## config.mk

```make
export PLATFORM = sky130hd
export DESIGN_NAME = ansi_csi_sequence_parser_unit
export DESIGN_NICKNAME = d
export VERILOG_FILES = /design/src/hdl/acsp_pkg.sv /design/src/hdl/acsp_front.sv /design/src/hdl/acsp_queue.sv /design/src/hdl/acsp_back.sv /design/src/hdl/ansi_csi_sequence_parser_unit.sv
export VERILOG_INCLUDE_DIRS = /design/src /design/src/hdl
export SDC_FILE = /design/constraint.sdc
export NUM_CORES = 1
export LEC_CHECK = 0
export CORE_MARGIN = 2
export CORE_UTILIZATION = 53
export DETAILED_ROUTE_END_ITERATION = 6
export DONT_BUFFER_PORTS = 1
export MAX_ROUTING_LAYER = met4
export PLACE_DENSITY = 0.67
export SETUP_SLACK_MARGIN = 0.02
export SYNTH_ARGS = -nofsm -noshare
export SYNTH_HDL_FRONTEND = slang
export SYNTH_HIERARCHICAL = 1
export SYNTH_SLANG_ARGS = --single-unit
```

## constraint.sdc

```tcl
create_clock -name clock -period 13.5 [get_ports clock]
set_clock_uncertainty 0.2 [all_clocks]
set_input_delay 0.675 -clock clock [delete_from_list [all_inputs] [get_ports clock]]
set_output_delay 0.675 -clock clock [all_outputs]
set_load 0.03 [all_outputs]
```

## src/hdl/ansi_csi_sequence_parser_unit_macros.svh

```systemverilog
// assertion macros shared by the parser front end and job queue
`ifndef ANSI_CSI_SEQUENCE_PARSER_UNIT_MACROS_SVH
`define ANSI_CSI_SEQUENCE_PARSER_UNIT_MACROS_SVH

`ifndef SYNTHESIS
// antecedent holds, consequent holds in the same cycle
`define ACSP_ASSERT_IMP(name, clk, rst, ante, cons) \
   name: assert property (@(posedge clk) disable iff (rst) (ante) |-> (cons)) \
      else $error("acsp assertion failed");
// antecedent holds, consequent holds in the next cycle
`define ACSP_ASSERT_NXT(name, clk, rst, ante, cons) \
   name: assert property (@(posedge clk) disable iff (rst) (ante) |=> (cons)) \
      else $error("acsp assertion failed");
`else
`define ACSP_ASSERT_IMP(name, clk, rst, ante, cons)
`define ACSP_ASSERT_NXT(name, clk, rst, ante, cons)
`endif

`endif

```

## src/hdl/acsp_pkg.sv

```systemverilog
// shared constants, types and helpers of the csi sequence parser
package acsp_pkg;

   // parameter store geometry
   localparam int MAX_PARAMS    = 8;
   localparam int PARAM_WIDTH   = 16;
   localparam int OUT_WIDTH     = 16;
   localparam int CNT_WIDTH     = $clog2(MAX_PARAMS + 1);
   localparam int IDX_WIDTH     = $clog2(MAX_PARAMS);
   localparam int DECODE_PARAMS = 5;

   // byte codes
   localparam logic [7:0] BYTE_ESC      = 8'h1B;
   localparam logic [7:0] BYTE_LBRACKET = 8'h5B;
   localparam logic [7:0] BYTE_SEMI     = 8'h3B;
   localparam logic [7:0] BYTE_DIGIT_LO = 8'h30;
   localparam logic [7:0] BYTE_DIGIT_HI = 8'h39;
   localparam logic [7:0] BYTE_UPPER_LO = 8'h41;
   localparam logic [7:0] BYTE_UPPER_HI = 8'h5A;
   localparam logic [7:0] BYTE_LOWER_LO = 8'h61;
   localparam logic [7:0] BYTE_LOWER_HI = 8'h7A;

   // final letters
   localparam logic [7:0] FIN_UP      = 8'h41;
   localparam logic [7:0] FIN_DOWN    = 8'h42;
   localparam logic [7:0] FIN_FWD     = 8'h43;
   localparam logic [7:0] FIN_BACK    = 8'h44;
   localparam logic [7:0] FIN_POS     = 8'h48;
   localparam logic [7:0] FIN_POS_ALT = 8'h66;
   localparam logic [7:0] FIN_CLRSCR  = 8'h4A;
   localparam logic [7:0] FIN_CLRLINE = 8'h4B;
   localparam logic [7:0] FIN_SGR     = 8'h6D;

   // action codes
   localparam logic [3:0] ACT_UP      = 4'd0;
   localparam logic [3:0] ACT_DOWN    = 4'd1;
   localparam logic [3:0] ACT_FWD     = 4'd2;
   localparam logic [3:0] ACT_BACK    = 4'd3;
   localparam logic [3:0] ACT_SETPOS  = 4'd4;
   localparam logic [3:0] ACT_CLRSCR  = 4'd5;
   localparam logic [3:0] ACT_CLRLINE = 4'd6;
   localparam logic [3:0] ACT_RESET   = 4'd7;
   localparam logic [3:0] ACT_FG      = 4'd8;
   localparam logic [3:0] ACT_BG      = 4'd9;
   localparam logic [3:0] ACT_FG256   = 4'd10;
   localparam logic [3:0] ACT_BG256   = 4'd11;
   localparam logic [3:0] ACT_FGRGB   = 4'd12;
   localparam logic [3:0] ACT_BGRGB   = 4'd13;
   localparam logic [3:0] ACT_UNKNOWN = 4'd14;

   // sgr mode values
   localparam logic [PARAM_WIDTH-1:0] SGR_OFF     = PARAM_WIDTH'(0);
   localparam logic [PARAM_WIDTH-1:0] SGR_FG_LO   = PARAM_WIDTH'(30);
   localparam logic [PARAM_WIDTH-1:0] SGR_FG_HI   = PARAM_WIDTH'(37);
   localparam logic [PARAM_WIDTH-1:0] SGR_BG_LO   = PARAM_WIDTH'(40);
   localparam logic [PARAM_WIDTH-1:0] SGR_BG_HI   = PARAM_WIDTH'(47);
   localparam logic [PARAM_WIDTH-1:0] SGR_FG_EXT  = PARAM_WIDTH'(38);
   localparam logic [PARAM_WIDTH-1:0] SGR_BG_EXT  = PARAM_WIDTH'(48);
   localparam logic [PARAM_WIDTH-1:0] SGR_SUB_256 = PARAM_WIDTH'(5);
   localparam logic [PARAM_WIDTH-1:0] SGR_SUB_RGB = PARAM_WIDTH'(2);

   // work handed from front to back: a text byte or a final letter with params
   typedef struct packed {
      logic                                         is_text;
      logic [7:0]                                   byte_val;
      logic [CNT_WIDTH-1:0]                         count;
      logic [DECODE_PARAMS-1:0][PARAM_WIDTH-1:0]    params;
   } job_type;

   // clamp a parameter value to the output field width
   function automatic logic [OUT_WIDTH-1:0] sat_out(input logic [PARAM_WIDTH-1:0] v);
      logic [PARAM_WIDTH+OUT_WIDTH-1:0] ext;
      logic [PARAM_WIDTH+OUT_WIDTH-1:0] lim;
      ext = {{OUT_WIDTH{1'b0}}, v};
      lim = {{PARAM_WIDTH{1'b0}}, {OUT_WIDTH{1'b1}}};
      if (ext > lim) begin
         return {OUT_WIDTH{1'b1}};
      end
      return ext[OUT_WIDTH-1:0];
   endfunction

endpackage

```

## src/hdl/acsp_front.sv

```systemverilog
// front end: byte classifier, sequence state and parameter collection
`include "ansi_csi_sequence_parser_unit_macros.svh"

module acsp_front (
   input  logic             clock,
   input  logic             reset,
   input  logic             req_push,
   input  logic [7:0]       req_in_byte,
   output logic             req_full,
   output logic             job_push,
   output acsp_pkg::job_type job_data,
   input  logic             job_full
);
   import acsp_pkg::*;

   typedef enum logic [1:0] {PH_GROUND, PH_ESC, PH_CSI} phase_type;

   phase_type                 phase_ff, phase_in;
   logic [CNT_WIDTH-1:0]      count_ff, count_in;
   logic [PARAM_WIDTH-1:0]    acc_ff, acc_in;
   logic                      nonempty_ff, nonempty_in;
   logic                      anybyte_ff, anybyte_in;
   logic [PARAM_WIDTH-1:0]    store_ff [MAX_PARAMS];

   logic                      accept;
   logic                      is_letter;
   logic                      is_digit;
   logic                      has_room;
   logic                      push_final;
   logic                      store_we;
   logic [PARAM_WIDTH+3:0]    acc_wide;
   logic [PARAM_WIDTH-1:0]    acc_sat;
   logic [CNT_WIDTH-1:0]      eff_count;
   logic [DECODE_PARAMS-1:0][PARAM_WIDTH-1:0] eff_params;

   assign accept   = req_push && !job_full;
   assign req_full = job_full;

   // byte classes
   assign is_letter = ((req_in_byte >= BYTE_UPPER_LO) && (req_in_byte <= BYTE_UPPER_HI)) ||
                      ((req_in_byte >= BYTE_LOWER_LO) && (req_in_byte <= BYTE_LOWER_HI));
   assign is_digit  = (req_in_byte >= BYTE_DIGIT_LO) && (req_in_byte <= BYTE_DIGIT_HI);

   // decimal accumulate with saturation
   assign acc_wide = ((PARAM_WIDTH+4)'(acc_ff) * (PARAM_WIDTH+4)'(10)) +
                     (PARAM_WIDTH+4)'(req_in_byte[3:0]);
   assign acc_sat  = (acc_wide > {4'b0000, {PARAM_WIDTH{1'b1}}}) ? {PARAM_WIDTH{1'b1}}
                                                                 : acc_wide[PARAM_WIDTH-1:0];

   assign has_room   = count_ff < CNT_WIDTH'(MAX_PARAMS);
   assign push_final = anybyte_ff && nonempty_ff;

   // parameters as seen by the final letter, pending part folded in
   always_comb begin
      eff_count = count_ff;
      if (push_final && has_room) begin
         eff_count = count_ff + CNT_WIDTH'(1);
      end
      for (int i = 0; i < DECODE_PARAMS; i++) begin
         eff_params[i] = (push_final && (count_ff == CNT_WIDTH'(i))) ? acc_ff : store_ff[i];
      end
   end

   // next state and job generation
   always_comb begin
      phase_in    = phase_ff;
      count_in    = count_ff;
      acc_in      = acc_ff;
      nonempty_in = nonempty_ff;
      anybyte_in  = anybyte_ff;
      store_we    = 1'b0;
      job_push    = 1'b0;
      job_data.is_text  = 1'b0;
      job_data.byte_val = req_in_byte;
      job_data.count    = eff_count;
      job_data.params   = eff_params;
      if (accept) begin
         unique case (phase_ff)
            PH_ESC: begin
               if (req_in_byte == BYTE_LBRACKET) begin
                  phase_in    = PH_CSI;
                  count_in    = '0;
                  acc_in      = '0;
                  nonempty_in = 1'b0;
                  anybyte_in  = 1'b0;
               end else begin
                  phase_in = PH_GROUND;
               end
            end
            PH_CSI: begin
               if (is_letter) begin
                  job_push = 1'b1;
                  phase_in = PH_GROUND;
               end else begin
                  anybyte_in = 1'b1;
                  if (req_in_byte == BYTE_SEMI) begin
                     store_we    = has_room;
                     if (has_room) begin
                        count_in = count_ff + CNT_WIDTH'(1);
                     end
                     acc_in      = '0;
                     nonempty_in = 1'b0;
                  end else begin
                     nonempty_in = 1'b1;
                     if (is_digit) begin
                        acc_in = acc_sat;
                     end
                  end
               end
            end
            default: begin
               if (req_in_byte == BYTE_ESC) begin
                  phase_in = PH_ESC;
               end else begin
                  job_push         = 1'b1;
                  job_data.is_text = 1'b1;
               end
            end
         endcase
      end
   end

   // sequence state
   always_ff @(posedge clock) begin
      if (reset) begin
         phase_ff    <= PH_GROUND;
         count_ff    <= '0;
         acc_ff      <= '0;
         nonempty_ff <= 1'b0;
         anybyte_ff  <= 1'b0;
      end else begin
         phase_ff    <= phase_in;
         count_ff    <= count_in;
         acc_ff      <= acc_in;
         nonempty_ff <= nonempty_in;
         anybyte_ff  <= anybyte_in;
      end
   end

   // parameter store, written at the current part index
   always_ff @(posedge clock) begin
      if (store_we) begin
         store_ff[count_ff[IDX_WIDTH-1:0]] <= acc_ff;
      end
   end

   // a job only comes from an accepted byte
   `ACSP_ASSERT_IMP(a_job_needs_accept, clock, reset, job_push, req_push && !job_full)
   // the byte after escape never makes a result
   `ACSP_ASSERT_IMP(a_esc_no_job, clock, reset, (phase_ff == PH_ESC) && accept, !job_push)

endmodule

```

## src/hdl/acsp_queue.sv

```systemverilog
// two-entry job queue between front and back
`include "ansi_csi_sequence_parser_unit_macros.svh"

module acsp_queue (
   input  logic              clock,
   input  logic              reset,
   input  logic              push,
   input  acsp_pkg::job_type push_data,
   output logic              full,
   input  logic              pop,
   output acsp_pkg::job_type pop_data,
   output logic              empty
);
   import acsp_pkg::*;

   job_type    entry_ff [2];
   logic       wr_ptr_ff, wr_ptr_in;
   logic       rd_ptr_ff, rd_ptr_in;
   logic [1:0] count_ff, count_in;

   assign full     = count_ff == 2'd2;
   assign empty    = count_ff == 2'd0;
   assign pop_data = entry_ff[rd_ptr_ff];

   // pointer and fill level update
   always_comb begin
      wr_ptr_in = wr_ptr_ff ^ push;
      rd_ptr_in = rd_ptr_ff ^ pop;
      count_in  = count_ff + 2'(push) - 2'(pop);
   end

   always_ff @(posedge clock) begin
      if (reset) begin
         wr_ptr_ff <= 1'b0;
         rd_ptr_ff <= 1'b0;
         count_ff  <= 2'd0;
      end else begin
         wr_ptr_ff <= wr_ptr_in;
         rd_ptr_ff <= rd_ptr_in;
         count_ff  <= count_in;
      end
   end

   // entry storage
   always_ff @(posedge clock) begin
      if (push) begin
         entry_ff[wr_ptr_ff] <= push_data;
      end
   end

   `ACSP_ASSERT_IMP(a_no_push_when_full, clock, reset, push, !full)
   `ACSP_ASSERT_IMP(a_no_pop_when_empty, clock, reset, pop, !empty)

endmodule

```

## src/hdl/acsp_back.sv

```systemverilog
// back end: action decode and result register
module acsp_back (
   input  logic              clock,
   input  logic              reset,
   input  logic              job_empty,
   input  acsp_pkg::job_type job_data,
   output logic              job_pop,
   output logic              rsp_empty,
   input  logic              rsp_pop,
   output logic              rsp_is_text,
   output logic [7:0]        rsp_text_byte,
   output logic [3:0]        rsp_action,
   output logic [15:0]       rsp_move_count,
   output logic [15:0]       rsp_row,
   output logic [15:0]       rsp_column,
   output logic [15:0]       rsp_color_index,
   output logic [15:0]       rsp_red,
   output logic [15:0]       rsp_green,
   output logic [15:0]       rsp_blue
);
   import acsp_pkg::*;

   typedef struct packed {
      logic                 is_text;
      logic [7:0]           text_byte;
      logic [3:0]           action;
      logic [OUT_WIDTH-1:0] move_count;
      logic [OUT_WIDTH-1:0] row;
      logic [OUT_WIDTH-1:0] column;
      logic [OUT_WIDTH-1:0] color_index;
      logic [OUT_WIDTH-1:0] red;
      logic [OUT_WIDTH-1:0] green;
      logic [OUT_WIDTH-1:0] blue;
   } rsp_type;

   rsp_type                rsp_ff, rsp_in;
   logic                   valid_ff, valid_in;
   logic [PARAM_WIDTH-1:0] mode;
   logic [PARAM_WIDTH-1:0] sub;
   logic                   ext_mode;

   // parameter with default when absent
   function automatic logic [PARAM_WIDTH-1:0] param_or(input job_type j, input int idx,
                                                       input logic [PARAM_WIDTH-1:0] dflt);
      if (j.count > CNT_WIDTH'(idx)) begin
         return j.params[idx];
      end
      return dflt;
   endfunction

   assign job_pop = !job_empty && (!valid_ff || rsp_pop);

   assign mode     = param_or(job_data, 0, '0);
   assign sub      = param_or(job_data, 1, '0);
   assign ext_mode = (mode == SGR_FG_EXT) || (mode == SGR_BG_EXT);

   // action decode
   always_comb begin
      rsp_in = '0;
      if (job_data.is_text) begin
         rsp_in.is_text   = 1'b1;
         rsp_in.text_byte = job_data.byte_val;
      end else begin
         rsp_in.action = ACT_UNKNOWN;
         unique case (job_data.byte_val)
            FIN_UP, FIN_DOWN, FIN_FWD, FIN_BACK: begin
               rsp_in.action     = 4'(job_data.byte_val - FIN_UP);
               rsp_in.move_count = sat_out(param_or(job_data, 0, PARAM_WIDTH'(1)));
            end
            FIN_POS, FIN_POS_ALT: begin
               rsp_in.action = ACT_SETPOS;
               rsp_in.row    = sat_out(param_or(job_data, 0, PARAM_WIDTH'(1)));
               rsp_in.column = sat_out(param_or(job_data, 1, PARAM_WIDTH'(1)));
            end
            FIN_CLRSCR:  rsp_in.action = ACT_CLRSCR;
            FIN_CLRLINE: rsp_in.action = ACT_CLRLINE;
            FIN_SGR: begin
               if ((job_data.count == '0) || (mode == SGR_OFF)) begin
                  rsp_in.action = ACT_RESET;
               end else if ((mode >= SGR_FG_LO) && (mode <= SGR_FG_HI)) begin
                  rsp_in.action      = ACT_FG;
                  rsp_in.color_index = sat_out(mode - SGR_FG_LO);
               end else if ((mode >= SGR_BG_LO) && (mode <= SGR_BG_HI)) begin
                  rsp_in.action      = ACT_BG;
                  rsp_in.color_index = sat_out(mode - SGR_BG_LO);
               end else if (ext_mode && (sub == SGR_SUB_256) &&
                            (job_data.count >= CNT_WIDTH'(3))) begin
                  rsp_in.action      = (mode == SGR_FG_EXT) ? ACT_FG256 : ACT_BG256;
                  rsp_in.color_index = sat_out(param_or(job_data, 2, '0));
               end else if (ext_mode && (sub == SGR_SUB_RGB) &&
                            (job_data.count >= CNT_WIDTH'(5))) begin
                  rsp_in.action = (mode == SGR_FG_EXT) ? ACT_FGRGB : ACT_BGRGB;
                  rsp_in.red    = sat_out(param_or(job_data, 2, '0));
                  rsp_in.green  = sat_out(param_or(job_data, 3, '0));
                  rsp_in.blue   = sat_out(param_or(job_data, 4, '0));
               end
            end
            default: rsp_in.action = ACT_UNKNOWN;
         endcase
      end
   end

   // result register valid flag
   always_comb begin
      valid_in = valid_ff;
      if (job_pop) begin
         valid_in = 1'b1;
      end else if (rsp_pop) begin
         valid_in = 1'b0;
      end
   end

   always_ff @(posedge clock) begin
      if (reset) begin
         valid_ff <= 1'b0;
      end else begin
         valid_ff <= valid_in;
      end
   end

   // result payload
   always_ff @(posedge clock) begin
      if (job_pop) begin
         rsp_ff <= rsp_in;
      end
   end

   assign rsp_empty       = !valid_ff;
   assign rsp_is_text     = rsp_ff.is_text;
   assign rsp_text_byte   = rsp_ff.text_byte;
   assign rsp_action      = rsp_ff.action;
   assign rsp_move_count  = rsp_ff.move_count;
   assign rsp_row         = rsp_ff.row;
   assign rsp_column      = rsp_ff.column;
   assign rsp_color_index = rsp_ff.color_index;
   assign rsp_red         = rsp_ff.red;
   assign rsp_green       = rsp_ff.green;
   assign rsp_blue        = rsp_ff.blue;

endmodule

```

## src/hdl/ansi_csi_sequence_parser_unit.sv

```systemverilog
// ansi csi parser: one byte in per cycle while req_full is low, results out through a register
// path: a byte's result passes the job queue and then the result register before it is on the ports
// throughput: one byte per cycle while the job queue is not full, set by the front state update
// (decimal multiply-add and parameter store write); results drain one per cycle while rsp_pop is high
// reset: synchronous active high; clears sequence state, job queue and result valid
// the parameter store is not cleared; it is only read below the part count
module ansi_csi_sequence_parser_unit (
   input  logic        clock,
   input  logic        reset,
   input  logic        req_push,
   input  logic [7:0]  req_in_byte,
   output logic        req_full,
   output logic        rsp_empty,
   input  logic        rsp_pop,
   output logic        rsp_is_text,
   output logic [7:0]  rsp_text_byte,
   output logic [3:0]  rsp_action,
   output logic [15:0] rsp_move_count,
   output logic [15:0] rsp_row,
   output logic [15:0] rsp_column,
   output logic [15:0] rsp_color_index,
   output logic [15:0] rsp_red,
   output logic [15:0] rsp_green,
   output logic [15:0] rsp_blue
);
   import acsp_pkg::*;

   logic    fq_push;
   job_type fq_push_data;
   logic    fq_full;
   logic    fq_pop;
   job_type fq_pop_data;
   logic    fq_empty;

   // classify bytes and collect parameters
   acsp_front u_front (
      .clock       (clock),
      .reset       (reset),
      .req_push    (req_push),
      .req_in_byte (req_in_byte),
      .req_full    (req_full),
      .job_push    (fq_push),
      .job_data    (fq_push_data),
      .job_full    (fq_full)
   );

   // decouple front and back
   acsp_queue u_queue (
      .clock     (clock),
      .reset     (reset),
      .push      (fq_push),
      .push_data (fq_push_data),
      .full      (fq_full),
      .pop       (fq_pop),
      .pop_data  (fq_pop_data),
      .empty     (fq_empty)
   );

   // decode actions and hold results
   acsp_back u_back (
      .clock           (clock),
      .reset           (reset),
      .job_empty       (fq_empty),
      .job_data        (fq_pop_data),
      .job_pop         (fq_pop),
      .rsp_empty       (rsp_empty),
      .rsp_pop         (rsp_pop),
      .rsp_is_text     (rsp_is_text),
      .rsp_text_byte   (rsp_text_byte),
      .rsp_action      (rsp_action),
      .rsp_move_count  (rsp_move_count),
      .rsp_row         (rsp_row),
      .rsp_column      (rsp_column),
      .rsp_color_index (rsp_color_index),
      .rsp_red         (rsp_red),
      .rsp_green       (rsp_green),
      .rsp_blue        (rsp_blue)
   );

endmodule
```

# [Yosys cells after proc, flatten, opt, wreduce, memory -nomap -nowiden]
# Memories as Yosys holds them, arrays and structs flattened. A register that Yosys moved wholly into a read port is not among the register bits.
# Cells that the tools add are included.
# W data, S select, Z words.
[word_totals] ram_bits=314 memories=2 ff_bits=154 word_cells=245 in_bits=12 output_inout_bits=127
[memory_table] memory="u_queue.entry_ff" depth=2 word_bits=93 rd=1 rd_clocked_by_memory_dff=1 wr=1 line_no="acsp_queue.sv:16" text="job_type entry_ff [2];"
[memory_table] memory="u_front.store_ff" depth=8 word_bits=16 rd=5 rd_clocked_by_memory_dff=0 wr=1 line_no="acsp_front.sv:23" text="logic [PARAM_WIDTH-1:0] store_ff [MAX_PARAMS];"
[op_classes] n_addsub=7 n_bitwise=12 multipliers=1 magnitude_cmp=19 eq_ne=29 n_reduce_logical=48 n_mux=105
[op_table] op="$mux W16" count=21
[op_table] op="$eq A8 B7 Y1 const B" count=10
[op_table] op="$mux W1" count=63
[op_table] op="$mux W4" count=10
[op_table] op="$eq A16 B6 Y1 const B" count=2
[op_table] op="$le A16 B6 Y1 const B" count=2
[op_table] op="$pmux W16 S2" count=1
[op_table] op="$reduce_or A8 Y1" count=3
[op_table] op="$add A20 B4 Y20" count=1
[op_table] op="$gt A20 B16 Y1 const B" count=1
[op_table] op="$pmux W4 S5" count=1
[op_table] op="$mul A16 B3 Y19 const B" count=1
[op_table] op="$logic_and A1 B1 Y1" count=18
[op_table] op="$eq A16 B2 Y1 const B" count=1
[op_table] op="$eq A16 B3 Y1 const B" count=1
[op_table] op="$ge A16 B5 Y1 const B" count=1
[op_table] op="$ge A16 B6 Y1 const B" count=1
[op_table] op="$ge A8 B7 Y1 const B" count=2
[op_table] op="$le A8 B7 Y1 const B" count=2
[op_table] op="$logic_not A16 Y1" count=1
[op_table] op="$sub A16 B5 Y16 const B" count=1
[op_table] op="$sub A16 B6 Y16 const B" count=1
[op_table] op="$reduce_or A3 Y1" count=4
[op_table] op="$not A1 Y1" count=10
[op_table] op="40 further kinds" count=62

# [Longest topological paths before layout]
# Gate-level depths: netlist (run 1).
[logic_depth] ltp_word=17 mapped_depth=13 depth_no_buf=13

# [Cells and area by module]
# The synthesis (run 1) kept the hierarchy.
[modules_own_cells] mod="acsp_queue" area_each_um2=6922.9 seq_area_each_um2=5665.4 cells_per_inst=308 n_inst=1
[modules_own_cells] mod="acsp_front" area_each_um2=6029.5 seq_area_each_um2=2882.8 cells_per_inst=508 n_inst=1
[modules_own_cells] mod="acsp_back" area_each_um2=5377.7 seq_area_each_um2=3773.6 cells_per_inst=385 n_inst=1

# [Least setup slack after synthesis (run 1)]
# No wires, ideal clock.
[synth_timing] kind="input to register" startpoint="input port rsp_pop" endpoint="register u_queue.count_ff[1]" t_required_ps=13236 n_path_buf=0 setup_ps=64 t_arrival_ps=7770 path_slack_ps=5466 path_stages=7 cell_sequence="nand2b_1 -> nor2b_1 -> ha_1 -> inv_1 -> ha_1 -> xnor3_1 -> nor2_1"
[synth_via] elab_chain_len=3
[synth_rtl] item="from (decl)" line_no="ansi_csi_sequence_parser_unit.sv:14" text="input logic rsp_pop,"
[synth_rtl] item="$logic_or A1 B1 Y1" line_no="acsp_back.sv:51" text="assign job_pop = !job_empty && (!valid_ff || rsp_pop);"
[synth_rtl] item="$logic_and A1 B1 Y1" line_no="acsp_back.sv:51"
[synth_rtl] item="net fq_pop" line_no="ansi_csi_sequence_parser_unit.sv:31" text="logic fq_pop;"
[synth_rtl] item="$sub A2 B1 Y2" line_no="acsp_queue.sv:29" text="count_in = count_ff + 2'(push) - 2'(pop);"
[synth_rtl] item="to (signal assigned)" line_no="acsp_queue.sv:40" text="count_ff <= count_in;"
[synth_rtl] item="to (decl)" line_no="acsp_queue.sv:19" text="logic [1:0] count_ff, count_in;"
# The timed path passes the listed nets, and every way through them passes these cells.
# A chain may end at the register's enable or synchronous reset.

==> impl_metrics.py, run 1 <==
metrics = {
    "run_status": {
        "outcome": "completed",
    },
    "cts": {
        "clockBufferDepth": 3,
        "h-tree-depth": 2,
        "cts_num_sinks": 420,
        "insertion_delay_ps": 550,
        "cts_setup_buffers": 0,
        "postCtsResizedCells": 0,
        "cts_hold_buffers": 3,
        "cts_tree": "done",
        "cts-root-buf": "clkbuf_16",
        "cts.clk_slew.worst_paths_ps": 60,
        "cts_buffers": 43,
    },
    "worst_setup_path": {
        "setup.worst_path.end_class": "flop",
        "r2r_cells": 8,
        "start_kind": "flop",
        "cp.arrival_ps": 5380,
        "worstSetupPathType": "reg2reg",
        "cp_data_required_time_ps": 13590,
        "cp_max_fo": 49,
    },
    "grt": {
        "grtUsageTotal": 0.215,
        "grt_pass1_vias": 9800,
        "antenna_found_initial": 0,
        "grt_pass1_wl_mm": 57.3,
        "grt_max_degree": 86,
        "overflow": 0,
    },
    "power_and_ir_drop": {
        "powerDensity_nw_per_um2": 186,
        "ir_drop_uv": 134,
        "power_w": 0.00374,
        "static-leakage-power_nw": 7.01,
    },
    "cells_and_area": {
        "area_delta_synth_final_pct": 9.69,
        "drive_above_1_share": 0.227,
        "final_cell_mix": "391 x edfxtp_1, 174 x mux2_2, 78 x and2_1",
        "fillers": 2583,
        "nNetsFinal": 1268,
        "final_common_cell": "edfxtp_1",
    },
    "route": {
        "dr_wl_met3_mm": 1.65,
        "routed_via_density": 5.79,
        "routed_wl_mm": 37.4,
        "dr.pass1.iters": 5,
        "wl_met1_mm": 16.7,
        "wl_per_cell_um": 22.0,
        "drc_errors": 0,
        "highest-signal-layer": "met4",
        "drtAntennaViolNets": 0,
        "drt_iter0_markers": 598,
        "vias": 9816,
        "wl_met2_mm": 18.3,
    },
    "floorplan": {
        "placementRows": 68,
        "core_area_um2": 34300,
        "die_y_um": 190,
        "initial_core_util": 0.535,
        "dieArea_um2": 36100,
        "die_w_um": 190,
        "io_pins": 139,
    },
    "synthesis": {
        "synthFlopType": "edfxtp_1",
        "ys_ff_latch": 420,
        "synth_area_um2": 18300,
        "synth-warning-count": 6,
        "synth_nets": 1262,
        "synthesis.instances": 1201,
        "synthArstFlopShare": 0,
        "seq_area_frac_synth": 0.672,
        "synth.distinct_cells": 79,
        "synth_edf_count": 391,
        "synth_area_per_cell_um2": 15.3,
    },
    "sta": {
        "setup_violations": 0,
        "tns_ps": 0,
        "relSlewSlack": 0.180,
        "max_clock_freq_mhz": 189,
        "finalMaxSlewViolations": 0,
        "fin_crit_ps": 5290,
        "finalCritPeriodShare": 0.391,
        "worst_pin_slew_ps": 1230,
        "setup_ws_ps": 8210,
        "finalHoldViolCount": 0,
        "rsz0062_at_grt": "false",
    },
    "placed_design": {
        "hpwl_mm": 23.3,
        "globalplace.congestion": 0.842,
        "dp_slack_ps": 8210,
        "io_buffers": 0,
    },
    "run": {
        "maxCapViolations": 0,
    },
    "worst_hold_path": {
        "holdPathStages": 0,
        "min_path_type": "in2reg",
    },
}
==> per-stage QoR <==
step | hold WS (ps) | area, µm² | util | std cells
after global placement | 256 | 18700 | 0.547 | 1614
after detailed placement | 279 | 18700 | 0.547 | 1614
after global routing | 9.04 | 20100 | 0.586 | 1695
after CTS | 10.6 | 20100 | 0.586 | 1695
after floorplan | 249 | 18300 | - | 1201
final | 32.3 | 20100 | 0.586 | 1696
==> where the power goes <==
group	switching (W)	internal [W]	total (W)
clock	0.000476	0.000639	0.00112
sequential	0.000379	0.00172	0.00210
combinational	0.000339	0.000187	0.000527
total	0.00119	0.00255	0.00374
==> path summary, 6_finish.rpt <==
kind | from | endpoint | slack [ps]
worst max register to register | u_queue/rd_ptr_ff | u_back/rsp_blue[0] | 8210
worst min register to register | u_front/phase_ff[1] | u_front/phase_ff[1] | 290
worst max-delay path | u_queue/rd_ptr_ff | u_back/rsp_blue[0] | 8210
worst min-delay path | req_in_byte[6] | u_queue/entry_ff[1][90] | 30
==> layout make-up <==
| type | count | area [µm²] | area share |
|---|---|---|---|
| Multi-Input combinational cell | 705 | 5680 | 0.282 |
| Tap cell | 455 | 569 | 0.0283 |
| Timing Repair Buffer | 15 | 120 | 0.00597 |
| Antenna cell | 1 | 2.50 | 0.000124 |
| Clock inverter | 24 | 189 | 0.00940 |
| Sequential cell | 420 | 12300 | 0.613 |
| Inverter | 22 | 82.6 | 0.00411 |
| Clock buffer | 54 | 1140 | 0.0566 |
==> worst max-delay path: stages (launching register included) <==
cell and delay (ps):
dfxtp_4 840, buf_4 670, mux2_2 440, nor4_1 800
nand3_1 320, o311ai_2 1100, nor3_4 50, buf_4 270
and2_1 230
==> logic make-up after synthesis <==
| kind of cell | share of synthesized area |
|---|---|
| AOI/OAI and AO/OA | 0.0519 |
| buffers and inverters | 0.0216 |
| adders and majority gates | 0.0343 |
| xor gates and xnor gates | 0.0117 |
| and+or+nand+nor | 0.0987 |
| muxes | 0.110 |
| DFF | 0.672 |
==> cells in the mapped netlist, types with 5 or more instances <==
| library cell | n | share of area |
|---|---|---|
| and3_1 | 9 | 0.0031 |
| nor2b_1 | 10 | 0.0034 |
| nor3_1 | 24 | 0.0066 |
| nor4_1 | 22 | 0.0075 |
| xnor2_1 | 15 | 0.0072 |
| nand3_1 | 12 | 0.0033 |
| dfxtp_1 | 29 | 0.032 |
| and2_1 | 78 | 0.027 |
| a21o_1 | 5 | 0.0020 |
| mux2i_1 | 5 | 0.0027 |
| nand4_1 | 5 | 0.0017 |
| a211oi_1 | 5 | 0.0020 |
| a31o_1 | 7 | 0.0033 |
| clkbuf_1 | 25 | 0.0051 |
| o21ai_0 | 17 | 0.0046 |
| ha_1 | 47 | 0.032 |
| buf_4 | 10 | 0.0041 |
| nand2_1 | 60 | 0.012 |
| buf_6 | 8 | 0.0049 |
| a21oi_1 | 38 | 0.010 |
| nor2_1 | 55 | 0.011 |
| buf_2 | 7 | 0.0019 |
| a31oi_1 | 7 | 0.0024 |
| mux2_2 | 174 | 0.11 |
| xor2_1 | 7 | 0.0033 |
| or3_1 | 6 | 0.0020 |
| inv_1 | 22 | 0.0045 |
| edfxtp_1 | 391 | 0.64 |
| or4_1 | 5 | 0.0020 |
==> layer usage <==
layer	GRT usage	vias to the layer above
met3	0.0349	60
met2	0.345	265
met5	-	-
met1	0.288	4888
li1	-	4603
met4	0.0543	0
==> registers in the layout, summed over array words and instances (netlist names), 8 cells and up <==
signal,flops
u_queue/entry_ff,186
u_front/store_ff,80
u_back/rsp_blue,16
u_back/rsp_color_index,16
u_back/rsp_column,16
u_back/rsp_green,16
u_back/rsp_move_count,16
u_back/rsp_red,16
u_back/rsp_row,16
u_front/acc_ff,16
u_back/rsp_text_byte,8
No activity file was read; power rests on OpenSTA's default activity.
==> run 2: changes to the inputs <==
==> constraint.sdc (replaced) <==
create_clock -name clock -period 5.05 [get_ports clock]
set_clock_uncertainty 0.2 [all_clocks]
set_input_delay 0.2525 -clock clock [delete_from_list [all_inputs] [get_ports clock]]
set_output_delay 0.2525 -clock clock [all_outputs]
set_load 0.03 [all_outputs]
==> run 2 against run 1 <==
Compared with the run above: clock power rose to 2.7 times the previous value; clock-buffer cell count did not move; critical endpoint is now u_back/rsp_color_index[7]; worst setup slack got worse by 7400 ps; power rose to 2.7 times the previous value; die area did not move.
==> impl_metrics.py, run 2 (same netlist as run 1, synthesis figures left out) <==
metrics = {
    "cells_and_area": {
        "largest_reg_flops": 186,
        "area_delta_synth_final_pct": 11.2,
        "num_antenna_cells": 0,
        "fillers": 2572,
        "top_register": "u_queue/entry_ff",
        "nNetsFinal": 1297,
        "final_common_cell": "edfxtp_1",
        "multi_input_area_um2": 5670,
        "seqCellArea_um2": 12300,
        "drive_above_1_share": 0.239,
        "final_cell_mix": "391 x edfxtp_1, 174 x mux2_2, 78 x and2_1",
    },
    "sta": {
        "fin_crit_ps": 4260,
        "finalHoldViolCount": 0,
        "hold_slack_ps": 46.2,
        "max_clock_freq_mhz": 235,
        "finalMaxSlewViolations": 0,
        "tns_ps": 0,
        "setup_violations": 0,
        "setup_ws_ps": 793,
        "rsz0062_at_grt": "false",
        "relSlewSlack": 0.227,
        "worst_pin_slew_ps": 1150,
        "finalCritPeriodShare": 0.843,
    },
    "floorplan": {
        "placementRows": 68,
        "core_area_um2": 34300,
        "io_pins": 139,
        "dieArea_um2": 36100,
        "initial_core_util": 0.535,
        "die_w_um": 190,
        "die_y_um": 190,
    },
    "worst_hold_path": {
        "min_path_type": "in2reg",
        "min_from": "req_in_byte[2]",
    },
    "run": {
        "maxCapViolations": 0,
    },
    "power_and_ir_drop": {
        "internal-power_w": 0.00688,
        "p_seq_frac": 0.553,
        "ir_drop_uv": 433,
        "p_sw_frac": 0.319,
        "power_w": 0.0101,
        "power_frac_comb": 0.147,
        "switchingPower_w": 0.00323,
        "clockPowerShare": 0.301,
        "static-leakage-power_nw": 7.16,
        "powerDensity_nw_per_um2": 496,
    },
    "worst_setup_path": {
        "reg2reg_from": "u_queue/rd_ptr_ff",
        "setup.worst_path.end_class": "flop",
        "cp_max_fo": 42,
        "cp.arrival_ps": 4430,
        "worstSetupPathType": "reg2reg",
        "start_kind": "flop",
        "cp_data_required_time_ps": 5220,
        "crit_start": "u_queue/rd_ptr_ff",
    },
    "route": {
        "drtAntennaViolNets": 0,
        "wl_per_cell_um": 22.1,
        "dr.pass1.iters": 5,
        "drc_errors": 0,
        "routed_via_density": 5.84,
        "drt_iter0_markers": 737,
        "vias": 10000,
        "routed_wl_mm": 38.1,
    },
    "cts": {
        "cts_setup_buffers": 0,
        "cts_num_sinks": 420,
        "cts_buffers": 43,
        "cts_hold_buffers": 13,
        "insertion_delay_ps": 550,
        "cts.clk_slew.worst_paths_ps": 60,
        "cts-root-buf": "clkbuf_16",
        "clockBufferDepth": 3,
        "cts_tree": "done",
        "h-tree-depth": 2,
        "postCtsResizedCells": 0,
    },
    "grt": {
        "grt_pass1_wl_mm": 58.4,
        "overflow": 0,
        "grt_max_degree": 127,
        "grt_pass1_vias": 9881,
        "grtUsageTotal": 0.217,
        "antenna_found_initial": 0,
    },
    "placed_design": {
        "dp_slack_ps": 779,
        "hpwl_mm": 24.2,
        "globalplace.congestion": 0.878,
        "io_buffers": 0,
    },
    "run_status": {
        "outcome": "completed",
    },
}
[run 2: changes by cell type in the layout (fill, tap and decap cells not counted), moves of 2 or more]
cell / before / now
clkinv_2: 8 / 6
clkbuf_16: 44 / 47
buf_4: 12 / 30
clkbuf_1: 10 / 6
dlygate4sd3_1: 3 / 13
clkinvlp_4: 1 / 3
[run 2: critical path, cell delays in order, from the launching register on]
cell and delay [ps]:
dfxtp_4 760, mux2_2 420, nor4_1 850, nand4_1 450
a2111oi_4 660, nand2_1 390, o21ai_0 300
[run 2: area by class of cell]
type | count | area share
Clock buffer | 54 | 0.0595
Tap cell | 455 | 0.0279
Clock inverter | 21 | 0.00730
Multi-Input combinational cell | 705 | 0.278
Sequential cell | 420 | 0.605
Timing Repair Buffer | 44 | 0.0184
Inverter | 22 | 0.00405
[run 2: worst paths after layout]
check | slack, ps | to | cells after the start
max | 790 | u_back/rsp_color_index[7] | 6
min reg2reg | 290 | u_front/phase_ff[1] | 2
max reg2reg | 790 | u_back/rsp_color_index[7] | 6
min | 50 | u_front/nonempty_ff | 6
[run 2: per-layer routing]
metal / vias up / track usage / routed length (µm)
li1: 4655 / - / -
met1: 5084 / 0.288 / 17200
met2: 248 / 0.355 / 18800
met3: 56 / 0.0315 / 1480
met4: 0 / 0.0525 / 629
met5: - / - / 0
[run 2: power groups by stage]
stage          logic, W  registers [W]  clock network, W
6_report        0.00149        0.00559           0.00304
5_1_grt         0.00161        0.00565           0.00325
4_1_cts         0.00151        0.00560           0.00311
3_5_place_dp    0.00148        0.00567                 0
3_3_place_gp    0.00147        0.00565                 0
2_1_floorplan   0.00114        0.00558                 0
[run 2: metrics by stage]
stage          std cells  instance area [µm²]   util
2_1_floorplan       1201                18300      -
3_3_place_gp        1633                18900  0.551
3_5_place_dp        1633                18900  0.551
4_1_cts             1721                20400  0.595
5_1_grt             1721                20400  0.595
6_report            1721                20400  0.595
